`config.mk`:
```
export PLATFORM = sky130hd
export DESIGN_NAME = gas_sensor_reply_parser
export DESIGN_NICKNAME = d
export VERILOG_FILES = /design/src/sv/gsrp_pkg.sv /design/src/sv/gsrp_parse.sv /design/src/sv/gsrp_out.sv /design/src/sv/gas_sensor_reply_parser.sv
export SDC_FILE = /design/constraint.sdc
export NUM_CORES = 1
export LEC_CHECK = 0
export BUFFER_PORTS_ARGS = -buffer_cell sky130_fd_sc_hd__buf_4
export CORE_MARGIN = 2
export CORE_UTILIZATION = 61
export CTS_CLUSTER_SIZE = 25
export DETAILED_ROUTE_END_ITERATION = 8
export PLACE_DENSITY = 0.92
export SYNTH_ARGS = -nofsm -noshare
export SYNTH_HDL_FRONTEND = slang
export SYNTH_HIERARCHICAL = 1
export SYNTH_SLANG_ARGS = --single-unit
```
`constraint.sdc`:
```
create_clock -name i_clk -period 5.5 [get_ports i_clk]
set_clock_uncertainty 0.2 [all_clocks]
set_input_delay 1.1 -clock i_clk [delete_from_list [all_inputs] [get_ports i_clk]]
set_output_delay 1.1 -clock i_clk [all_outputs]
set_load 0.02 [all_outputs]
```
`src/sv/gsrp_pkg.sv`:
```
package gsrp_pkg;

    // Frame layout
    localparam logic [7:0] HDR_START = 8'hFF;
    localparam logic [7:0] CMD_RESET = 8'h86;
    localparam int unsigned POS_W = 4;
    localparam logic [POS_W-1:0] POS_HDR = 4'd0;
    localparam logic [POS_W-1:0] POS_CMD = 4'd1;
    localparam logic [POS_W-1:0] POS_VAL_HI = 4'd2;
    localparam logic [POS_W-1:0] POS_VAL_LO = 4'd3;
    localparam logic [POS_W-1:0] POS_CHECK = 4'd8;

    typedef logic [POS_W-1:0] t_pos;

    // One reply result
    typedef struct packed {
        logic [15:0] frame_value;
        logic        checksum_ok;
        logic [15:0] stored_value;
    } t_result;

endpackage

```
`src/sv/gsrp_parse.sv`:
```
module gsrp_parse (
    input  logic             i_clk,
    input  logic             i_rst_n,
    input  logic             i_cfg_valid,
    input  logic [7:0]       i_cfg_data,
    input  logic             i_accept,
    input  logic [7:0]       i_rx_byte,
    output logic             o_at_check,
    output logic             o_res_valid,
    output gsrp_pkg::t_result o_res
);
    import gsrp_pkg::*;

    logic [7:0]  r_cmd;
    t_pos        r_pos, n_pos;
    logic [7:0]  r_sum, n_sum;
    logic [15:0] r_cap, n_cap;
    logic [15:0] r_good, n_good;
    logic [7:0]  expect_sum;
    logic        sum_ok;

    // Expected checksum byte is the two's complement of the running sum
    assign expect_sum = 8'd0 - r_sum;
    assign sum_ok     = (expect_sum == i_rx_byte);
    assign o_at_check = (r_pos >= POS_CHECK);

    // Advance the frame position and build the result
    always_comb begin
        n_pos       = r_pos;
        n_sum       = r_sum;
        n_cap       = r_cap;
        n_good      = r_good;
        o_res_valid = 1'b0;
        o_res.frame_value  = r_cap;
        o_res.checksum_ok  = sum_ok;
        o_res.stored_value = sum_ok ? r_cap : r_good;
        if (i_accept) begin
            if (r_pos == POS_HDR) begin
                n_pos = (i_rx_byte == HDR_START) ? POS_CMD : POS_HDR;
                n_sum = 8'd0;
            end else if (r_pos == POS_CMD && i_rx_byte != r_cmd) begin
                n_pos = POS_HDR;
                n_sum = 8'd0;
            end else if (r_pos >= POS_CHECK) begin
                o_res_valid = 1'b1;
                if (sum_ok) begin
                    n_good = r_cap;
                end
                n_pos = POS_HDR;
                n_sum = 8'd0;
            end else begin
                if (r_pos == POS_VAL_HI) begin
                    n_cap = {i_rx_byte, 8'h00};
                end else if (r_pos == POS_VAL_LO) begin
                    n_cap = {r_cap[15:8], i_rx_byte};
                end
                n_sum = r_sum + i_rx_byte;
                n_pos = r_pos + t_pos'(1);
            end
        end
    end

    // Hold frame state and the command register
    always_ff @(posedge i_clk) begin
        if (!i_rst_n) begin
            r_cmd  <= CMD_RESET;
            r_pos  <= POS_HDR;
            r_sum  <= 8'd0;
            r_cap  <= 16'd0;
            r_good <= 16'd0;
        end else begin
            if (i_cfg_valid) begin
                r_cmd <= i_cfg_data;
            end
            r_pos  <= n_pos;
            r_sum  <= n_sum;
            r_cap  <= n_cap;
            r_good <= n_good;
        end
    end

    a_pos_range: assert property (@(posedge i_clk) disable iff (!i_rst_n)
        r_pos <= POS_CHECK) else $error("frame position beyond checksum byte");
    a_res_restart: assert property (@(posedge i_clk) disable iff (!i_rst_n)
        o_res_valid |=> (r_pos == POS_HDR && r_sum == 8'd0))
        else $error("parser did not restart after result");
    a_good_on_pass: assert property (@(posedge i_clk) disable iff (!i_rst_n)
        (o_res_valid && o_res.checksum_ok) |=> (r_good == $past(r_cap)))
        else $error("good value not updated on passing frame");
    a_good_hold: assert property (@(posedge i_clk) disable iff (!i_rst_n)
        !(o_res_valid && o_res.checksum_ok) |=> $stable(r_good))
        else $error("good value changed without passing frame");

endmodule

```
`src/sv/gsrp_out.sv`:
```
module gsrp_out (
    input  logic              i_clk,
    input  logic              i_rst_n,
    input  logic              i_load,
    input  gsrp_pkg::t_result i_res,
    input  logic              i_res_stall,
    output logic              o_full_stalled,
    output logic              o_res_valid,
    output gsrp_pkg::t_result o_res
);
    import gsrp_pkg::*;

    logic    r_valid;
    t_result r_res;

    assign o_full_stalled = r_valid & i_res_stall;
    assign o_res_valid    = r_valid;
    assign o_res          = r_res;

    // Hold result until transfer, load a new one when taken or empty
    always_ff @(posedge i_clk) begin
        if (!i_rst_n) begin
            r_valid <= 1'b0;
        end else if (i_load) begin
            r_valid <= 1'b1;
        end else if (!i_res_stall) begin
            r_valid <= 1'b0;
        end
    end

    always_ff @(posedge i_clk) begin
        if (i_load) begin
            r_res <= i_res;
        end
    end

    a_no_overrun: assert property (@(posedge i_clk) disable iff (!i_rst_n)
        o_full_stalled |-> !i_load) else $error("result register overrun");

endmodule

```
`src/sv/gas_sensor_reply_parser.sv`:
```
// Gas sensor reply parser: takes the received bytes of a 9-byte reply frame
// (0xFF, command code, value high, value low, four bytes, checksum) one per
// transfer and gives one result on each checksum byte, holding the captured
// concentration, a pass flag and the last concentration that passed. A byte
// that breaks the header is dropped and the parser waits for a new 0xFF.
// Bytes pass through the frame-state registers and are accepted back to back;
// the result register sits between parser and output, so input is stalled only
// when a checksum byte would arrive while a previous result is still waiting.
// The command code register resets to 0x86 and is written through the
// configuration channel, which is always ready.
module gas_sensor_reply_parser (
    input  logic        i_clk,
    input  logic        i_rst_n,
    input  logic        i_cfg_valid,
    output logic        o_cfg_ready,
    input  logic [7:0]  i_cfg_data,
    input  logic        i_rx_valid,
    output logic        o_rx_stall,
    input  logic [7:0]  i_rx_byte,
    output logic        o_res_valid,
    input  logic        i_res_stall,
    output logic [15:0] o_frame_value,
    output logic        o_checksum_ok,
    output logic [15:0] o_stored_value
);
    import gsrp_pkg::*;

    logic    accept;
    logic    at_check;
    logic    full_stalled;
    logic    res_load;
    t_result res_next;
    t_result res_out;

    assign o_cfg_ready = 1'b1;
    assign o_rx_stall  = full_stalled & at_check;
    assign accept      = i_rx_valid & ~o_rx_stall;

    gsrp_parse u_parse (
        .i_clk       (i_clk),
        .i_rst_n     (i_rst_n),
        .i_cfg_valid (i_cfg_valid),
        .i_cfg_data  (i_cfg_data),
        .i_accept    (accept),
        .i_rx_byte   (i_rx_byte),
        .o_at_check  (at_check),
        .o_res_valid (res_load),
        .o_res       (res_next)
    );

    gsrp_out u_out (
        .i_clk          (i_clk),
        .i_rst_n        (i_rst_n),
        .i_load         (res_load),
        .i_res          (res_next),
        .i_res_stall    (i_res_stall),
        .o_full_stalled (full_stalled),
        .o_res_valid    (o_res_valid),
        .o_res          (res_out)
    );

    assign o_frame_value  = res_out.frame_value;
    assign o_checksum_ok  = res_out.checksum_ok;
    assign o_stored_value = res_out.stored_value;

endmodule
```
==> impl_results.md, run 1 <==
* Status: complete, no violations
* Antenna violations before repair at 0
* Kind of end point of the critical path: flop
* CTS Sinks at 86
* CP max FO at 18
* Top Ports at 57
* First drt pass iteration count at 4
* Average footprint of a synthesized cell at 10.9 um2
* Most numerous cell in the Yosys netlist: sky130_fd_sc_hd__nand2_1
* Detailed-route DRC error count at 0
* Count of nets left with antenna violations after detail routing at 0
* Clock buffer count from CTS at 9
* Worst-case register-to-register setup slack at 2070 ps
* Die outline width at approximately 85 um
* Post-synth EDFFs at 33
* Worst hold-check path type: flop to flop
* Nets@finish at 453
* Core Region at 0.00635 mm2
* Count of buffers from port buffering at 55
* Source of the worst register-to-register timing path: u_parse/r_sum[1]
* Headroom to the max-slew limit at 0.315
* Dominant cell type by area after synthesis: sky130_fd_sc_hd__dfxtp_1
* Count of pins over their slew limit at 0
* Mapped Cells at between 300 and 400
* Fraction of synthesis flops using an asynchronous set or reset pin at 0
* Most used standard cells in the synthesized netlist: 58 x sky130_fd_sc_hd__nand2_1, 53 x sky130_fd_sc_hd__dfxtp_1, 41 x sky130_fd_sc_hd__mux2i_1
* Startpoint type of the worst setup path: input port
* Instance count after placement with tap cells included at roughly 490
* Post-CTS resize count at 0
* Vias/cell at ~5.7
* Total number of placement rows at 29
* Global-route wire length before repair at 13000 um
* Required time of the worst setup path at between 5000 and 6000 ps
* Post-Route Setup TNS at 0 ps
* Switching share of power at 0.238
* Distinct cells, synth at 44
* P_int at 0.911 mW
* Largest net degree at the start of global routing at between 40 and 50
* Clk pin slew, worst setup/hold paths at 90 ps
* Placer Congestion at about 0.86
* Fraction of final layout cells sized beyond drive strength 1 at 0.219
* CP endpoint: u_parse/r_good[1]
* CTS H-Tree Depth at 3
* Number of warning messages in the yosys log at 6
* Arrival time worst endpoint at 3580 ps
* Starting density of the core at 0.629
* WL final at around 7900 um
* Number of global-route vias before repair at approximately 2800
* Final cell count without fillers at 501
* Remaining global-route overflow at 0
* Highest clock rate at ~290 MHz
* Synth Cell Area at about 0.004 mm2
* Ranking of synthesized cells by area: sky130_fd_sc_hd__dfxtp_1 27%, sky130_fd_sc_hd__edfxtp_1 25%, sky130_fd_sc_hd__mux2i_1 10%
* Destination of the worst register-to-register timing path: u_parse/r_good[1]
* Buffers from clock root to sink, at most at 2
* # hold bufs at CTS at 0
* Max capacitance violation total at 0
* Post-route fraction of the period consumed by the critical path at 0.638
* Worst VDD drop at between 0.2 and 0.25 mV
* #FFs+latches synth at 86
* HPWL after detailed placement at about 5200 um
* Iteration-0 DRC Markers at about 110
* Transition at the pin with the smallest max-transition slack at 1020 ps
* Final worst path period need at 3510 ps
* Design Power at ~1.2 mW
* R2R depth at 9
* Layout-stage area growth over the synthesis result at 15.4%
* Die area at ~0.007 mm2
* Post-Route Hold Slack at ~260 ps
* Buffer count from post-CTS setup fixing at 0
* Clock latency reported for the late side of the worst-skew pair at 360 ps
* Number of endpoints with negative hold slack in the final report at 0
* RSZ-0062 raised after global routing: no
* Most instantiated flip-flop cell in the synthesis netlist: sky130_fd_sc_hd__dfxtp_1
* # diodes at 0
* Net count of the mapped netlist at 401
* Root Buffer Master: sky130_fd_sc_hd__clkbuf_8
* Worst setup path category: input port to flop
* Average routed wire per standard cell at 15.7 um
* All-layer global routing usage at 0.229
* Clock tree from TritonCTS: done
* Cell leakage power at between 1.5 and 2 nW
* Reported net switching power at ~0.28 mW
* Critical path origin: i_rx_byte[6]
* Area share of the leading cell type in the synthesized netlist at 0.266
* Proportion of power drawn by combinational gates at 0.073
* Final setup violation count at 0
* Sequential Power Share at 0.558
* Via total after detailed routing at 2846
* Die outline height at 84.9 um
* Pwr/cell area at 259 mW/mm2
* Sequential share of the synthesized area at 0.514
* Relative contribution of the clock network to total power at 0.369
-- per-layer routing --
layer	vias to the layer above	track usage	part of all wire
met2	80	0.378	0.49
met4	0	0.0938	0.019
met5	-	0	0
met1	1363	0.288	0.44
li1	1387	-	-
met3	16	0.0603	0.052
-- power by group through the flow --
stage	sequential [mW]	combinational, mW	clock, mW
global route	0.667	0.0967	0.465
global placement	0.681	0.0840	0
floorplan	0.680	0.0602	0
finish	0.667	0.0877	0.441
CTS	0.666	0.0873	0.445
detailed placement	0.681	0.0868	0
-- cell type report --
| cell class | count | area (um2) |
|---|---|---|
| fillers | 420 | 1740 |
| clock inverters | 5 | 58.8 |
| multi-input cells | 256 | 1800 |
| inverters | 8 | 30.0 |
| well taps | 77 | 96.3 |
| repair buffers | 58 | 435 |
| flip-flops and latches | 86 | 2050 |
| clock buffers | 11 | 131 |
-- flip-flops by register name (all words and copies together), names as in the netlist --
register / flops
u_parse/r_cap: 16
u_out/o_res: 33
u_parse/r_cmd: 8
u_parse/r_sum: 8
u_parse/r_pos: 4
u_parse/r_good: 16
u_out/o_res_valid: 1
-- worst min path at each step --
stage / startpoint / to / slack [ps] / depth (start not counted)
after global placement: u_parse/r_cap[5] / u_out/o_res[22] / 240 / 0
after floorplan: u_parse/r_cap[0] / u_out/o_res[17] / 220 / 0
after detailed placement: u_parse/r_cap[13] / u_out/o_res[30] / 240 / 0
final: u_parse/r_cap[11] / u_out/o_res[28] / 260 / 0
after CTS: u_parse/r_cap[1] / u_out/o_res[18] / 260 / 0
after global routing: u_parse/r_cap[2] / u_out/o_res[19] / 280 / 0
-- layout by cell type, fill, tap and decap left out, types with 2 or more instances in the layout --
| master | count |
|---|---|
| sky130_fd_sc_hd__clkinv_1 | 2 |
| sky130_fd_sc_hd__o21ai_0 | 3 |
| sky130_fd_sc_hd__o21a_1 | 4 |
| sky130_fd_sc_hd__mux2_2 | 18 |
| sky130_fd_sc_hd__a21o_1 | 2 |
| sky130_fd_sc_hd__o21bai_1 | 2 |
| sky130_fd_sc_hd__nor2b_1 | 6 |
| sky130_fd_sc_hd__xnor2_1 | 8 |
| sky130_fd_sc_hd__clkbuf_1 | 2 |
| sky130_fd_sc_hd__xor2_1 | 12 |
| sky130_fd_sc_hd__nand4_1 | 5 |
| sky130_fd_sc_hd__inv_6 | 2 |
| sky130_fd_sc_hd__nor2_1 | 17 |
| sky130_fd_sc_hd__buf_4 | 58 |
| sky130_fd_sc_hd__edfxtp_1 | 33 |
| sky130_fd_sc_hd__nor4_1 | 2 |
| sky130_fd_sc_hd__ha_1 | 12 |
| sky130_fd_sc_hd__and2_1 | 3 |
| sky130_fd_sc_hd__o31a_1 | 2 |
| sky130_fd_sc_hd__dfxtp_1 | 53 |
| sky130_fd_sc_hd__nand2b_1 | 10 |
| sky130_fd_sc_hd__clkbuf_8 | 9 |
| sky130_fd_sc_hd__nor3_1 | 5 |
| sky130_fd_sc_hd__nand3_1 | 13 |
| sky130_fd_sc_hd__a31oi_1 | 3 |
| sky130_fd_sc_hd__a21oi_1 | 17 |
| sky130_fd_sc_hd__inv_1 | 7 |
| sky130_fd_sc_hd__nand2_1 | 58 |
| sky130_fd_sc_hd__mux2i_1 | 41 |
-- through the flow --
step	area, um2	utilization	setup slack [ps]
floorplan	3990	-	2100
global placement	4420	0.696	1710
detailed placement	4420	0.696	1640
CTS	4610	0.726	2020
global route	4610	0.726	1860
finish	4610	0.726	1990
-- critical path, cell delays in order --
cell                       delay [ps]
sky130_fd_sc_hd__buf_4            150
sky130_fd_sc_hd__or2_2            280
sky130_fd_sc_hd__o21a_1           170
sky130_fd_sc_hd__o31a_1           270
sky130_fd_sc_hd__a211oi_4         230
sky130_fd_sc_hd__buf_4            280
sky130_fd_sc_hd__and2_1           800
sky130_fd_sc_hd__mux2i_1          300
-- logic make-up (layout without fill, tap and decap cells) --
group           Yosys count  after routing  synth area share
buf+inv                  25             82            0.0345
simple gates            123            123             0.145
fa+ha+maj                13             13            0.0426
mux                      59             59             0.154
compound gates           40             40            0.0658
flops                    86             86             0.514
xor+xnor                 20             20            0.0439
other cells               1              1          0.000939
Note: power is estimated with default switching activity, not from simulation.
==> run 2: changes to the inputs <==
CORE_UTILIZATION = 51   (was 61)
PLACE_DENSITY = 0.83   (was 0.92)
clock period = 3.08 ns   (was 5.5 ns; I/O delays follow)
==> run 2 against run 1 <==
Effect of this change:
- global-route usage is 4.2 points lower
- first-iteration DRC count is 27% lower
- largest cell class unchanged
- clock power is 93% higher
- critical path depth is 2 higher
- largest power group unchanged
- hold slack worse by 7.9 ps
==> impl_results.md, run 2 (synthesis gave the netlist of run 1 again) <==
* Worst hold-check path type: flop to flop
* WL final at a little under 8000 um
* Largest net degree at the start of global routing at 46
* Vias/cell at ~5.2
* Layout fillers at approximately 640
* Required time of the worst setup path at ~3200 ps
* Starting density of the core at 0.522
* Count of pins over their slew limit at 0
* Post-route fraction of the period consumed by the critical path at 0.946
* Post-Route Setup TNS at 0 ps
* Antenna violations before repair at 0
* Startpoint type of the worst setup path: flop
* Count of buffers from port buffering at 55
* Nets@finish at ~460
* Post-Route Hold Slack at between 200 and 300 ps
* Pwr/cell area at between 400 and 500 mW/mm2
* Pre-CTS setup slack at between 150 and 200 ps
* Remaining global-route overflow at 0
* # hold bufs at CTS at 0
* Global-route wire length before repair at approximately 12000 um
* Count of nets left with antenna violations after detail routing at 0
* # diodes at 0
* Highest clock rate at about 340 MHz
* Number of endpoints with negative hold slack in the final report at 0
* Transition at the pin with the smallest max-transition slack at a little over 1000 ps
* Buffer count from post-CTS setup fixing at 0
* Worst setup path category: flop to flop
* Clock tree from TritonCTS: done
* R2R depth at 10
* Most common library cell in the layout ignoring fill and taps: sky130_fd_sc_hd__buf_4
* Die outline width at between 90 and 100 um
* Buffers from clock root to sink, at most at 2
* Headroom to the max-slew limit at 0.322
* Root Buffer Master: sky130_fd_sc_hd__clkbuf_8
* Area of all placed cells without fillers at between 0.004 and 0.005 mm2
* Cell leakage power at between 1.5 and 2 nW
* HPWL after detailed placement at between 5000 and 6000 um
* Status: complete, no violations
* Critical path origin: u_parse/r_sum[1]
* Via total after detailed routing at between 2000 and 3000
* Detailed-route DRC error count at 0
* Placer Congestion at between 0.8 and 0.9
* Arrival time worst endpoint at between 2000 and 3000 ps
* CP endpoint: u_parse/r_good[5]
* All-layer global routing usage at 0.188
* Post-route core utilization at 0.616
* Core Region at around 0.0076 mm2
* Average routed wire per standard cell at between 10 and 15 um
* Source of the worst register-to-register timing path: u_parse/r_sum[1]
* Clock buffer count from CTS at 9
* Post-CTS resize count at 0
* Clock latency reported for the late side of the worst-skew pair at roughly 350 ps
* Instance area at placement at about 0.0045 mm2
* Die area at 0.00855 mm2
* First drt pass iteration count at 5
* Slack of the critical path at between 150 and 200 ps
* Die outline height at about 92 um
* Fraction of final layout cells sized beyond drive strength 1 at 0.233
* Number of global-route vias before repair at 2650
* Top Ports at 57
* Iteration-0 DRC Markers at slightly below 80
* Final setup violation count at 0
* CTS Sinks at 86
* CP max FO at 18
* Layout-stage area growth over the synthesis result at 18.1%
* Worst VDD drop at between 0.3 and 0.4 mV
* Destination of the worst register-to-register timing path: u_parse/r_good[5]
* Total number of placement rows at 32
* Max capacitance violation total at 0
* Kind of end point of the critical path: flop
* CTS H-Tree Depth at 3
* Clk pin slew, worst setup/hold paths at about 90 ps
* Flip-flop count of the largest register, all copies and words added at 33
* Top library cells by usage in the layout, fill and taps aside: 62 x sky130_fd_sc_hd__buf_4, 58 x sky130_fd_sc_hd__nand2_1, 53 x sky130_fd_sc_hd__dfxtp_1
* Worst-case register-to-register setup slack at 170 ps
* RSZ-0062 raised after global routing: no
* Final worst path period need at between 2000 and 3000 ps
[run 2: cell count changes in the layout (fill, tap and decap cells not counted)]
cell / previous run / this run
sky130_fd_sc_hd__buf_4: 58 / 62
sky130_fd_sc_hd__buf_12: 0 / 1
sky130_fd_sc_hd__bufinv_16: 1 / 2
sky130_fd_sc_hd__clkinv_1: 2 / 1
sky130_fd_sc_hd__clkinv_4: 0 / 2
sky130_fd_sc_hd__clkbuf_1: 2 / 1
sky130_fd_sc_hd__clkinvlp_4: 1 / 0
sky130_fd_sc_hd__inv_6: 2 / 0
sky130_fd_sc_hd__clkinv_2: 0 / 2
[run 2: routing by layer]
| layer | up-vias | track usage | wire (um) |
|---|---|---|---|
| met2 | 74 | 0.313 | 3760 |
| met3 | 18 | 0.0431 | 309 |
| met5 | - | 0 | 0 |
| met1 | 1300 | 0.230 | 3500 |
| li1 | 1388 | - | - |
| met4 | 0 | 0.0896 | 181 |
[run 2: stage by stage]
| step | std cells | power [mW] |
|---|---|---|
| 2_1_floorplan | 367 | 1.32 |
| 3_3_place_gp | 515 | 1.37 |
| 3_5_place_dp | 515 | 1.38 |
| 4_1_cts | 531 | 2.21 |
| 5_1_grt | 531 | 2.28 |
| 6_report | 531 | 2.20 |
[run 2: worst min path at each step]
stage | slack, ps | startpoint | end | cells past startpoint
after floorplan | 220 | u_parse/r_cap[0] | u_out/o_res[17] | 0
after global placement | 240 | u_parse/r_cap[12] | u_out/o_res[29] | 0
after detailed placement | 240 | u_parse/r_cap[3] | u_out/o_res[20] | 0
after CTS | 260 | u_parse/r_cap[2] | u_out/o_res[19] | 0
after global routing | 270 | u_parse/r_cap[7] | u_out/o_res[24] | 0
final | 250 | u_parse/r_cap[2] | u_out/o_res[19] | 0
[run 2: critical path, stage by stage, from the launching register on]
cell and delay [ps]:
sky130_fd_sc_hd__dfxtp_1 490, sky130_fd_sc_hd__inv_1 80, sky130_fd_sc_hd__ha_1 280, sky130_fd_sc_hd__nor2b_1 190, sky130_fd_sc_hd__o21a_1 190, sky130_fd_sc_hd__o31a_1 310
sky130_fd_sc_hd__a211oi_4 250, sky130_fd_sc_hd__buf_12 190, sky130_fd_sc_hd__and2_1 130, sky130_fd_sc_hd__buf_4 280, sky130_fd_sc_hd__mux2i_1 240
[run 2: power breakdown]
part,internal (mW),switching [mW]
logic,0.0715,0.0906
clock network,0.457,0.396
registers,1.18,0.0105
[run 2: final cells by class]
type,count,area (um2),area share
Timing Repair Buffer,63,485,0.103
Sequential cell,86,2050,0.435
Clock inverter,6,87.6,0.0186
Clock buffer,10,128,0.0271
Inverter,8,30.0,0.00637
Tap cell,102,128,0.0271
Multi-Input combinational cell,256,1800,0.383
==> run 3: changes to the inputs <==
CORE_ASPECT_RATIO = 1.5   (was unset)
==> run 3 against run 2 <==
Effect of this change:
- hold slack worse by 3.4 ps
- critical path depth stayed put
- sequential share of layout area is 0.87 points lower
- core utilization is 1.5 points higher
- combinational power hardly changed
- clock power is 30% higher
- wire length is 3.1% higher
- total power is 12% higher
- first-iteration DRC count is 67% higher
- cell count is 0.19% lower
- sequential power hardly changed
- count of clock-buffer cells in the layout is 1 higher
- critical path type unchanged
- largest power group unchanged
- highest routed layer unchanged
==> impl_results.md, run 3 (synthesis gave the netlist of run 1 again) <==
* Status: complete, no violations
* Number of endpoints with negative hold slack in the final report at 0
* Count of buffers from port buffering at 55
* Global-route wire length before repair at 13000 um
* Layout-stage area growth over the synthesis result at 20.5%
* Headroom to the max-slew limit at 0.361
* Nets@finish at 457
* First drt pass iteration count at 4
* Antenna violations before repair at 0
* Starting density of the core at 0.524
* Top library cells by usage in the layout, fill and taps aside: 60 x sky130_fd_sc_hd__buf_4, 58 x sky130_fd_sc_hd__nand2_1, 53 x sky130_fd_sc_hd__dfxtp_1
* Post-Route Setup TNS at 0 ps
* # diodes at 0
* Top Ports at 57
* Remaining global-route overflow at 0
* Final setup violation count at 0
* Most common library cell in the layout ignoring fill and taps: sky130_fd_sc_hd__buf_4
* Post-route core utilization at 0.632
* Vias/cell at about 5.4
* Largest net degree at the start of global routing at 46
* # hold bufs at CTS at 0
* Clk pin slew, worst setup/hold paths at roughly 60 ps
* CTS H-Tree Depth at 3
* Slack of the critical path at 189 ps
* Worst VDD drop at about 0.29 mV
* Clock tree from TritonCTS: done
* Pre-CTS setup slack at between 200 and 250 ps
* Die area at between 0.008 and 0.009 mm2
* All-layer global routing usage at 0.193
* Kind of end point of the critical path: flop
* Iteration-0 DRC Markers at approximately 130
* Core Region at between 0.007 and 0.008 mm2
* Max capacitance violation total at 0
* Transition at the pin with the smallest max-transition slack at 953 ps
* Buffers from clock root to sink, at most at 2
* Buffer count from post-CTS setup fixing at 0
* WL final at 8000 um
* Worst setup path category: flop to flop
* HPWL after detailed placement at between 5000 and 6000 um
* Worst hold-check path type: flop to flop
* Clock buffer count from CTS at 9
* Pwr/cell area at approximately 510 mW/mm2
* Clock latency reported for the late side of the worst-skew pair at 340 ps
* Arrival time worst endpoint at roughly 3000 ps
* CTS Sinks at 86
* RSZ-0062 raised after global routing: no
* Cell leakage power at approximately 2.0 nW
* Post-CTS resize count at 0
* CP max FO at 18
* Post-route fraction of the period consumed by the critical path at 0.939
* Startpoint type of the worst setup path: flop
* Number of global-route vias before repair at 2865
* Worst-case register-to-register setup slack at roughly 190 ps
* Root Buffer Master: sky130_fd_sc_hd__clkbuf_16
* Die outline height at 112 um
* Die outline width at approximately 76 um
* Highest clock rate at roughly 350 MHz
* Instance area at placement at between 0.004 and 0.005 mm2
* Count of pins over their slew limit at 0
* Count of nets left with antenna violations after detail routing at 0
* Final worst path period need at 2890 ps
* Required time of the worst setup path at between 3000 and 4000 ps
* Post-Route Hold Slack at around 250 ps
* Detailed-route DRC error count at 0
* Flip-flop count of the largest register, all copies and words added at 33
* Via total after detailed routing at between 2000 and 3000
* Placer Congestion at between 0.7 and 0.8
* Area of all placed cells without fillers at ~0.0048 mm2
* Total number of placement rows at 39
* Fraction of final layout cells sized beyond drive strength 1 at 0.227
* Average routed wire per standard cell at 15.1 um
==> run 3: cell types whose count changed in the layout (fill, tap and decap cells not counted), sizes merged <==
cell	change
clkbuf	+1
buf	-1
clkinv	-1
==> run 3: final cells by class <==
class	count	area, um2
Fill cell	630	2800
Sequential cell	86	2050
Multi-Input combinational cell	256	1800
Timing Repair Buffer	62	490
Clock buffer	11	233
Tap cell	102	128
Clock inverter	5	73.8
Inverter	8	30.0
==> run 3: critical path, cell delays in order, from the launching register on <==
cell and delay (ps):
sky130_fd_sc_hd__dfxtp_1 510, sky130_fd_sc_hd__inv_1 90, sky130_fd_sc_hd__ha_1 290, sky130_fd_sc_hd__nor2b_1 200, sky130_fd_sc_hd__o21a_1 190, sky130_fd_sc_hd__o31a_1 310
sky130_fd_sc_hd__a211oi_4 250, sky130_fd_sc_hd__buf_12 190, sky130_fd_sc_hd__and2_1 180, sky130_fd_sc_hd__buf_12 180, sky130_fd_sc_hd__mux2i_1 230
==> run 3: final timing paths <==
check,start,end,cells past startpoint
max,u_parse/r_sum[1],u_parse/r_good[2],10
min reg2reg,u_parse/r_cap[15],u_out/o_res[32],0
min,u_parse/r_cap[15],u_out/o_res[32],0
max reg2reg,u_parse/r_sum[1],u_parse/r_good[2],10
==> run 3: report_power, final <==
part	switching (mW)	internal, mW
logic	0.0916	0.0705
registers	0.0115	1.18
clock network	0.408	0.704
==> run 3: per-stage QoR <==
step / std cells / total power, mW
final: 530 / 2.47
after global routing: 530 / 2.55
after CTS: 530 / 2.48
after detailed placement: 514 / 1.38
after global placement: 514 / 1.37
after floorplan: 367 / 1.32
==> run 3: per-layer routing <==
metal  GRT usage  routed length (um)  vias to the layer above
met5           0                   0                        -
met4       0.148                 208                        0
met3      0.0314                 368                       18
met2       0.339                4270                       96
met1       0.207                3150                     1374
li1            -                   -                     1388
